`src/rtl/isq_pkg.sv`:
```
package isq_pkg;

  localparam logic [2:0] MODE_APPEND = 3'd0;
  localparam logic [2:0] MODE_REMOVE = 3'd1;
  localparam logic [2:0] MODE_INSERT = 3'd2;
  localparam logic [2:0] MODE_DELETE = 3'd3;
  localparam logic [2:0] MODE_READ   = 3'd4;
  localparam logic [2:0] MODE_FIND   = 3'd5;

  localparam logic [2:0] ST_OK       = 3'd0;
  localparam logic [2:0] ST_EMPTY    = 3'd1;
  localparam logic [2:0] ST_RANGE    = 3'd2;
  localparam logic [2:0] ST_FULL     = 3'd3;
  localparam logic [2:0] ST_NOTFOUND = 3'd4;

  typedef struct packed {
    logic [2:0]        mode;
    logic [6:0]        position;
    logic signed [63:0] data_value;
  } isq_in_t;

  typedef struct packed {
    logic signed [63:0] read_value;
    logic [5:0]        found_index;
    logic [6:0]        count;
    logic [2:0]        status;
  } isq_out_t;

  typedef enum logic [2:0] {
    IDX_HOLD,
    IDX_ZERO,
    IDX_POS,
    IDX_CNT,
    IDX_INC,
    IDX_DEC
  } isq_idx_op_t;

  typedef enum logic [1:0] {
    RA_IDX,
    RA_IDX_M1,
    RA_IDX_P1
  } isq_rd_sel_t;

  typedef enum logic [1:0] {
    CNT_HOLD,
    CNT_INC,
    CNT_DEC
  } isq_cnt_op_t;

  typedef struct packed {
    logic        load_req;
    isq_idx_op_t idx_op;
    logic        rd_en;
    isq_rd_sel_t rd_sel;
    logic        wr_en;
    logic        wr_from_ram;
    isq_cnt_op_t cnt_op;
    logic        cap_rv;
    logic        cap_fi;
    logic        set_st;
    logic [2:0]  st_code;
    logic        load_out;
  } isq_cmd_t;

  typedef struct packed {
    logic [2:0] mode;
    logic [2:0] check_st;
    logic       idx_gt_pos;
    logic       idx_p1_lt_cnt;
    logic       idx_lt_cnt;
    logic       match;
  } isq_sts_t;

endpackage

```
`src/rtl/isq_ram.sv`:
```
module isq_ram #(
  parameter int WIDTH  = 64,
  parameter int DEPTH  = 64,
  parameter int ADDR_W = $clog2(DEPTH)
) (
  input  logic              clk,
  input  logic              wr_en,
  input  logic [ADDR_W-1:0] wr_addr,
  input  logic [WIDTH-1:0]  wr_data,
  input  logic              rd_en,
  input  logic [ADDR_W-1:0] rd_addr,
  output logic [WIDTH-1:0]  rd_data
);

  logic [WIDTH-1:0] mem [DEPTH];
  logic [WIDTH-1:0] rd_data_r;

  always_ff @(posedge clk) begin
    if (wr_en) begin
      mem[wr_addr] <= wr_data;
    end
    if (rd_en) begin
      rd_data_r <= mem[rd_addr];
    end
  end

  assign rd_data = rd_data_r;

endmodule

```
`src/rtl/isq_dp.sv`:
```
module isq_dp import isq_pkg::*; #(
  parameter int DEPTH = 64
) (
  input  logic     clk,
  input  logic     rst_n,
  input  isq_in_t  in_data,
  input  isq_cmd_t cmd,
  output isq_sts_t sts,
  output isq_out_t out_data
);

  localparam int AW   = $clog2(DEPTH);
  localparam int CW   = $clog2(DEPTH + 1);
  localparam int CMPW = (CW > 7) ? CW + 1 : 8;

  isq_in_t           req_r;
  logic [CW-1:0]     cnt_r, cnt_nxt;
  logic [CW-1:0]     idx_r, idx_nxt;
  logic signed [63:0] rv_r;
  logic [CW-1:0]     fi_r;
  logic [2:0]        st_r;
  isq_out_t          out_r;

  logic [CW-1:0]     idx_m1, idx_p1;
  logic [CMPW-1:0]   pos_x, cnt_x, idx_x, idx_p1_x;
  logic [AW-1:0]     rd_addr, wr_addr;
  logic [63:0]       rd_data, wr_data;
  logic [2:0]        check_st;

  assign idx_m1   = idx_r - CW'(1);
  assign idx_p1   = idx_r + CW'(1);
  assign pos_x    = CMPW'(req_r.position);
  assign cnt_x    = CMPW'(cnt_r);
  assign idx_x    = CMPW'(idx_r);
  assign idx_p1_x = idx_x + CMPW'(1);

  // Errors that are known before any entry is touched.
  always_comb begin
    check_st = ST_OK;
    unique case (req_r.mode)
      MODE_APPEND: begin
        if (cnt_x >= CMPW'(DEPTH)) check_st = ST_FULL;
      end
      MODE_REMOVE: begin
        if (cnt_r == '0) check_st = ST_EMPTY;
      end
      MODE_INSERT: begin
        if (pos_x > cnt_x) check_st = ST_RANGE;
        else if (cnt_x >= CMPW'(DEPTH)) check_st = ST_FULL;
      end
      MODE_DELETE, MODE_READ: begin
        if (cnt_r == '0) check_st = ST_EMPTY;
        else if (pos_x >= cnt_x) check_st = ST_RANGE;
      end
      default: check_st = ST_OK;
    endcase
  end

  always_comb begin
    case (cmd.rd_sel)
      RA_IDX_M1: rd_addr = idx_m1[AW-1:0];
      RA_IDX_P1: rd_addr = idx_p1[AW-1:0];
      default:   rd_addr = idx_r[AW-1:0];
    endcase
  end

  assign wr_addr = idx_r[AW-1:0];
  assign wr_data = cmd.wr_from_ram ? rd_data : req_r.data_value;

  isq_ram #(
    .WIDTH(64),
    .DEPTH(DEPTH)
  ) u_ram (
    .clk    (clk),
    .wr_en  (cmd.wr_en),
    .wr_addr(wr_addr),
    .wr_data(wr_data),
    .rd_en  (cmd.rd_en),
    .rd_addr(rd_addr),
    .rd_data(rd_data)
  );

  always_comb begin
    case (cmd.idx_op)
      IDX_ZERO: idx_nxt = '0;
      IDX_POS:  idx_nxt = CW'(req_r.position);
      IDX_CNT:  idx_nxt = cnt_r;
      IDX_INC:  idx_nxt = idx_p1;
      IDX_DEC:  idx_nxt = idx_m1;
      default:  idx_nxt = idx_r;
    endcase
  end

  always_comb begin
    case (cmd.cnt_op)
      CNT_INC: cnt_nxt = cnt_r + CW'(1);
      CNT_DEC: cnt_nxt = cnt_r - CW'(1);
      default: cnt_nxt = cnt_r;
    endcase
  end

  always_ff @(posedge clk) begin
    if (!rst_n) begin
      cnt_r <= '0;
    end else begin
      cnt_r <= cnt_nxt;
    end
  end

  always_ff @(posedge clk) begin
    idx_r <= idx_nxt;
    if (cmd.load_req) begin
      req_r <= in_data;
      rv_r  <= '0;
      fi_r  <= '0;
      st_r  <= ST_OK;
    end else begin
      if (cmd.cap_rv) rv_r <= rd_data;
      if (cmd.cap_fi) fi_r <= idx_r;
      if (cmd.set_st) st_r <= cmd.st_code;
    end
    if (cmd.load_out) begin
      out_r.read_value  <= rv_r;
      out_r.found_index <= 6'(fi_r);
      out_r.count       <= 7'(cnt_r);
      out_r.status      <= st_r;
    end
  end

  assign sts.mode          = req_r.mode;
  assign sts.check_st      = check_st;
  assign sts.idx_gt_pos    = idx_x > pos_x;
  assign sts.idx_p1_lt_cnt = idx_p1_x < cnt_x;
  assign sts.idx_lt_cnt    = idx_x < cnt_x;
  assign sts.match         = rd_data == req_r.data_value;
  assign out_data          = out_r;

endmodule

```
`src/rtl/isq_ctrl.sv`:
```
module isq_ctrl import isq_pkg::*; (
  input  logic     clk,
  input  logic     rst_n,
  input  logic     in_valid,
  output logic     in_ready,
  output logic     out_valid,
  input  logic     out_ready,
  input  isq_sts_t sts,
  output isq_cmd_t cmd
);

  typedef enum logic [2:0] {
    S_IDLE,
    S_CHECK,
    S_STEP,
    S_USE,
    S_WRITE,
    S_FIN
  } state_t;

  state_t state_r, state_nxt;
  logic   shift_r, shift_nxt;
  logic   out_valid_r, out_valid_nxt;

  always_comb begin
    cmd           = '0;
    cmd.idx_op    = IDX_HOLD;
    cmd.rd_sel    = RA_IDX;
    cmd.cnt_op    = CNT_HOLD;
    cmd.st_code   = ST_OK;
    state_nxt     = state_r;
    shift_nxt     = shift_r;
    out_valid_nxt = out_ready ? 1'b0 : out_valid_r;

    unique case (state_r)
      S_IDLE: begin
        if (in_valid) begin
          cmd.load_req = 1'b1;
          shift_nxt    = 1'b0;
          state_nxt    = S_CHECK;
        end
      end
      S_CHECK: begin
        if (sts.check_st != ST_OK) begin
          cmd.set_st  = 1'b1;
          cmd.st_code = sts.check_st;
          state_nxt   = S_FIN;
        end else begin
          unique case (sts.mode)
            MODE_APPEND: begin
              cmd.idx_op = IDX_CNT;
              state_nxt  = S_WRITE;
            end
            MODE_REMOVE, MODE_INSERT: begin
              cmd.idx_op = IDX_CNT;
              state_nxt  = S_STEP;
            end
            MODE_DELETE, MODE_READ: begin
              cmd.idx_op = IDX_POS;
              state_nxt  = S_STEP;
            end
            MODE_FIND: begin
              cmd.idx_op = IDX_ZERO;
              state_nxt  = S_STEP;
            end
            default: state_nxt = S_FIN;
          endcase
        end
      end
      S_STEP: begin
        unique case (sts.mode)
          MODE_REMOVE: begin
            cmd.rd_en  = 1'b1;
            cmd.rd_sel = RA_IDX_M1;
            state_nxt  = S_USE;
          end
          MODE_INSERT: begin
            if (sts.idx_gt_pos) begin
              cmd.rd_en  = 1'b1;
              cmd.rd_sel = RA_IDX_M1;
              state_nxt  = S_USE;
            end else begin
              state_nxt = S_WRITE;
            end
          end
          MODE_DELETE: begin
            if (!shift_r) begin
              cmd.rd_en = 1'b1;
              state_nxt = S_USE;
            end else if (sts.idx_p1_lt_cnt) begin
              cmd.rd_en  = 1'b1;
              cmd.rd_sel = RA_IDX_P1;
              state_nxt  = S_USE;
            end else begin
              cmd.cnt_op = CNT_DEC;
              state_nxt  = S_FIN;
            end
          end
          MODE_FIND: begin
            if (sts.idx_lt_cnt) begin
              cmd.rd_en = 1'b1;
              state_nxt = S_USE;
            end else begin
              cmd.set_st  = 1'b1;
              cmd.st_code = ST_NOTFOUND;
              state_nxt   = S_FIN;
            end
          end
          default: begin
            cmd.rd_en = 1'b1;
            state_nxt = S_USE;
          end
        endcase
      end
      S_USE: begin
        unique case (sts.mode)
          MODE_REMOVE: begin
            cmd.cap_rv = 1'b1;
            cmd.cnt_op = CNT_DEC;
            state_nxt  = S_FIN;
          end
          MODE_INSERT: begin
            // Move the entry below up by one place.
            cmd.wr_en       = 1'b1;
            cmd.wr_from_ram = 1'b1;
            cmd.idx_op      = IDX_DEC;
            state_nxt       = S_STEP;
          end
          MODE_DELETE: begin
            if (!shift_r) begin
              cmd.cap_rv = 1'b1;
              shift_nxt  = 1'b1;
            end else begin
              cmd.wr_en       = 1'b1;
              cmd.wr_from_ram = 1'b1;
              cmd.idx_op      = IDX_INC;
            end
            state_nxt = S_STEP;
          end
          MODE_FIND: begin
            if (sts.match) begin
              cmd.cap_fi = 1'b1;
              state_nxt  = S_FIN;
            end else begin
              cmd.idx_op = IDX_INC;
              state_nxt  = S_STEP;
            end
          end
          default: begin
            cmd.cap_rv = 1'b1;
            state_nxt  = S_FIN;
          end
        endcase
      end
      S_WRITE: begin
        cmd.wr_en  = 1'b1;
        cmd.cnt_op = CNT_INC;
        state_nxt  = S_FIN;
      end
      S_FIN: begin
        // The output register takes the result once the previous item has gone.
        if (!out_valid_r || out_ready) begin
          cmd.load_out  = 1'b1;
          out_valid_nxt = 1'b1;
          state_nxt     = S_IDLE;
        end
      end
      default: state_nxt = S_IDLE;
    endcase
  end

  always_ff @(posedge clk) begin
    if (!rst_n) begin
      state_r     <= S_IDLE;
      shift_r     <= 1'b0;
      out_valid_r <= 1'b0;
    end else begin
      state_r     <= state_nxt;
      shift_r     <= shift_nxt;
      out_valid_r <= out_valid_nxt;
    end
  end

  assign in_ready  = state_r == S_IDLE;
  assign out_valid = out_valid_r;

endmodule

```
`src/rtl/indexed_sequence_store.sv`:
```
// Channel   Direction  Handshake               Payload
// in_       input      in_valid / in_ready     isq_in_t  (mode, position, data_value)
// out_      output     out_valid / out_ready   isq_out_t (read_value, found_index, count,
//                                                         status)
//
// A refused item or an undefined mode goes from the check state straight to the final
// state, which loads the output register; an append writes one entry, a read or remove
// reads one, an insert or delete moves entries one place at a time, and a find compares
// entries in turn until a hit or the end of the count. The single read port of the entry
// RAM and its registered read give each moved or compared entry a step state and a use
// state, and the next item is accepted only once the controller is back in idle.
// Reset clears the count and the handshake state; the entries need no clearing.
// A new item is accepted while the previous result waits in the output register, and
// a finished item waits in the final state until out_ready lets the older result go.
module indexed_sequence_store import isq_pkg::*; #(
  parameter int DEPTH = 64
) (
  input  logic     clk,
  input  logic     rst_n,
  input  logic     in_valid,
  output logic     in_ready,
  input  isq_in_t  in_data,
  output logic     out_valid,
  input  logic     out_ready,
  output isq_out_t out_data
);

  isq_cmd_t cmd;
  isq_sts_t sts;

  isq_ctrl u_ctrl (
    .clk      (clk),
    .rst_n    (rst_n),
    .in_valid (in_valid),
    .in_ready (in_ready),
    .out_valid(out_valid),
    .out_ready(out_ready),
    .sts      (sts),
    .cmd      (cmd)
  );

  isq_dp #(
    .DEPTH(DEPTH)
  ) u_dp (
    .clk     (clk),
    .rst_n   (rst_n),
    .in_data (in_data),
    .cmd     (cmd),
    .sts     (sts),
    .out_data(out_data)
  );

endmodule
```
`config.mk`:
```
export PLATFORM = sky130hd
export DESIGN_NAME = indexed_sequence_store
export DESIGN_NICKNAME = d
export VERILOG_FILES = /design/src/rtl/isq_pkg.sv /design/src/rtl/isq_ram.sv /design/src/rtl/isq_dp.sv /design/src/rtl/isq_ctrl.sv /design/src/rtl/indexed_sequence_store.sv
export SDC_FILE = /design/constraint.sdc
export NUM_CORES = 2
export LEC_CHECK = 0
export ABC_CLOCK_PERIOD_IN_PS = 11200
export BUFFER_PORTS_ARGS = -buffer_cell sky130_fd_sc_hd__buf_2
export CELL_PAD_IN_SITES_DETAIL_PLACEMENT = 1
export CELL_PAD_IN_SITES_GLOBAL_PLACEMENT = 2
export CORE_MARGIN = 8
export CORE_UTILIZATION = 45
export CTS_CLUSTER_SIZE = 8
export DETAILED_ROUTE_END_ITERATION = 8
export GPL_TIMING_DRIVEN = 0
export PLACE_DENSITY_LB_ADDON = 0.05
export SYNTH_ARGS = -nofsm -noshare
export SYNTH_HDL_FRONTEND = slang
export SYNTH_SLANG_ARGS = --single-unit
```
`constraint.sdc`:
```
create_clock -name clk -period 11.2 [get_ports clk]
set_clock_uncertainty 0.15 [all_clocks]
set_input_delay 1.68 -clock clk [delete_from_list [all_inputs] [get_ports clk]]
set_output_delay 1.68 -clock clk [all_outputs]
set_load 0.1 [all_outputs]
```
==> reports/metrics.csv <==
metric,value,unit
powerDensity,234,nW/um^2
gp_congestion,0.923,
maxCapViolations,10,
nets,12900,
final_util,0.533,
p_total,47.5,mW
hold_path_depth,0,
grt_pass1_vias,113000,
regToRegStartpoint,u_dp.idx_r[3],
arrival,11.65,ns
grt_antenna_before_repair,75,
drive_gt1_frac,0.145,
chipHeight,634,um
async_flop_share,0,
drv_slew,115,
status,"complete, but fails checks",
clock_path_buffers,4,
final_common_cell,edfxtp_1,
insertion_delay,1.06,ns
ys.flop_type,edfxtp_1,
synthDistinctLibCells,67,
dpl.cell_count,17200,
cts.clk_slew.worst_paths,0.06,ns
start_util,0.451,
r2r.worst_path.cells,20,
final_cell_mix,"edfxtp_1 (4321), nand2_1 (2921), nand3_1 (1699)",
hold_violations,0,
layout_min_cycle_time,11.16,ns
fin_crit_sh,0.996,
grt_max_degree,65,
cp_data_required_time,11.69,ns
fin_cells,18000,
core,381000,sq um
worstHoldStart,u_dp.rv_r[55],
postCtsHoldBufs,0,
cp-end-kind,register,
worstMarginPinSlew,1.97,ns
grt-ovfl-total,0,
syn2layout_area_growth,18.2,%
startpoint_type,register,
die_x,634,um
synth_nets,11800,
wl_per_cell,38.6,um
cp_max_fo,12,
cts_tree,done,
dr_total_vias,112000,
viasPerCell,6.22,
max_freq,89.6,MHz
min_path_type,reg2reg,
post-place-ws,-0.180,ns
r2r_setup_slack,0.04,ns
r2r_end,u_dp.u_ram.rd_data[1],
yosys.area.top_type,edfxtp_1,
htree_levels,6,
synth_edf_count,4321,
p_leak,68.5,nW
postCtsSetupRepairBufs,0,
finalSetupViolCount,0,
netlist_area,172000,sq um
detail_route.first_pass.iterations,6,
ys_seq_elements,4406,
ys_seq_area_frac,0.764,
ioPinCount,160,
syn_avg_cell_area,14.8,sq um
drt.antenna.violating_nets,0,
synth.top_cells.by_area,"edfxtp_1 (75%), nand2_1 (6.4%), nand3_1 (4.9%)",
die_area,402000,sq um
port_buffers,159,
wl,694000,um
hpwl,495000,um
cts_sinks,4406,
setup_slack,0.0414,ns
violations,"capacitance limit, slew limit",
row_count,227,
cts_buffers,621,
drc,0,
holdPathEnd,u_dp.out_data[71],
track_usage,0.338,
slew_headroom,-0.313,
drtIter0Drc,14400,
grt_pass1_wl,934000,um
synth_top_area_frac,0.754,
vdd_ir_drop_max,156,uV
ys_warn_count,0,
root_buffer,clkbuf_16,
crit_type,reg2reg,
syn-instance-count,11700,
[layout make-up]
cell class | count | area [sq um]
clock inverters | 47 | 711
well taps | 5038 | 6300
clock buffers | 680 | 16000
inverters | 30 | 113
multi-input cells | 6511 | 38600
plain buffers | 715 | 2990
repair buffers | 457 | 6980
diodes | 99 | 248
fillers | 36100 | 178000
flip-flops and latches | 4406 | 131000
[Yosys cell counts, drive strengths merged (85+ instances only)]
| master | n |
|---|---|
| and3 | 131 |
| nand2 | 2921 |
| dfxtp | 85 |
| buf | 248 |
| nand3 | 1700 |
| nor2 | 227 |
| clkbuf | 467 |
| a22oi | 111 |
| mux4 | 336 |
| a21oi | 277 |
| edfxtp | 4321 |
[registers in the layout, indices dropped and copies added, names as in the netlist]
name                cells
u_dp.sts                3
u_ctrl.state_r          3
u_dp.u_ram.rd_data     64
u_dp.req_r             64
u_dp.st_r               3
u_dp.u_ram.mem       4096
u_ctrl.out_valid        1
u_dp.idx_r              7
u_ctrl.shift_r          1
u_dp.pos_x              7
u_dp.rv_r              64
u_dp.out_data          80
u_dp.cnt_r              7
u_dp.fi_r               6
[worst max-delay path, cell delays in order (launching register included)]
cell and delay [ns]:
edfxtp_1 0.40, clkbuf_1 0.40, clkbuf_1 0.59, nand3_2 0.67, nor2_1 0.31, xor2_1 0.22
ha_1 0.28, a221oi_1 0.28, o21ai_0 0.22, or2_2 0.36, ha_1 0.29, mux2i_1 0.34
o21a_1 0.95, clkbuf_1 0.79, clkbuf_2 0.91, clkdlybuf4s15_1 1.10, nand2_1 0.15, a311oi_1 0.67
nor4_2 0.07, buf_4 0.22, a211oi_1 1.27
[layer usage]
metal / GRT usage / up-vias / part of all wire / routed length, um
li1: - / 45900 / - / -
met1: 0.434 / 58800 / 0.38 / 263000
met2: 0.534 / 5758 / 0.46 / 320000
met3: 0.0654 / 1458 / 0.085 / 59000
met4: 0.209 / 26 / 0.075 / 51800
met5: 0 / - / 0.00025 / 175
[per-stage QoR]
stage	cell area, sq um	hold slack (ns)	setup TNS [ns]
global placement	179000	0.267	-75.22
global route	203000	0.286	-0.00634
floorplan	172000	0.258	0
CTS	203000	0.264	0
finish	203000	0.266	0
detailed placement	186000	0.268	-0.180
[report_power, final]
| part | internal [mW] | switching (mW) | total (mW) |
|---|---|---|---|
| clock network | 10.0 | 6.92 | 16.9 |
| logic | 2.57 | 8.58 | 11.1 |
| registers | 19.3 | 0.147 | 19.5 |
[logic make-up (layout without fill, tap and decap cells)]
family,after synthesis,count (layout),share of synthesized area
other,0,99,0
XOR/XNOR,80,80,0.00407
flip-flops,4406,4406,0.764
AND/OR/NAND/NOR,5162,5162,0.130
buffers and inverters,745,1929,0.0178
adder cells (fa/ha/maj),40,40,0.00295
multiplexers,483,483,0.0530
AO/OA/AOI/OAI,746,746,0.0285
[worst max path at each step]
stage / startpoint / to / cells after the start
CTS: u_dp.idx_r[3] / u_dp.u_ram.rd_data[1] / 20
global route: u_dp.idx_r[3] / u_dp.u_ram.rd_data[1] / 20
global placement: u_dp.idx_r[3] / u_dp.u_ram.rd_data[54] / 21
finish: u_dp.idx_r[3] / u_dp.u_ram.rd_data[1] / 20
floorplan: out_ready / u_dp.out_data[0] / 2
detailed placement: u_dp.idx_r[3] / u_dp.u_ram.rd_data[54] / 24
[repair_timing]
item / in CTS / in global routing
endpoints found under the setup margin: 1 / 7
pin swaps: 0 / 0
gates resized for setup: 1 / 3
Note: power is estimated with default switching activity, not from simulation.
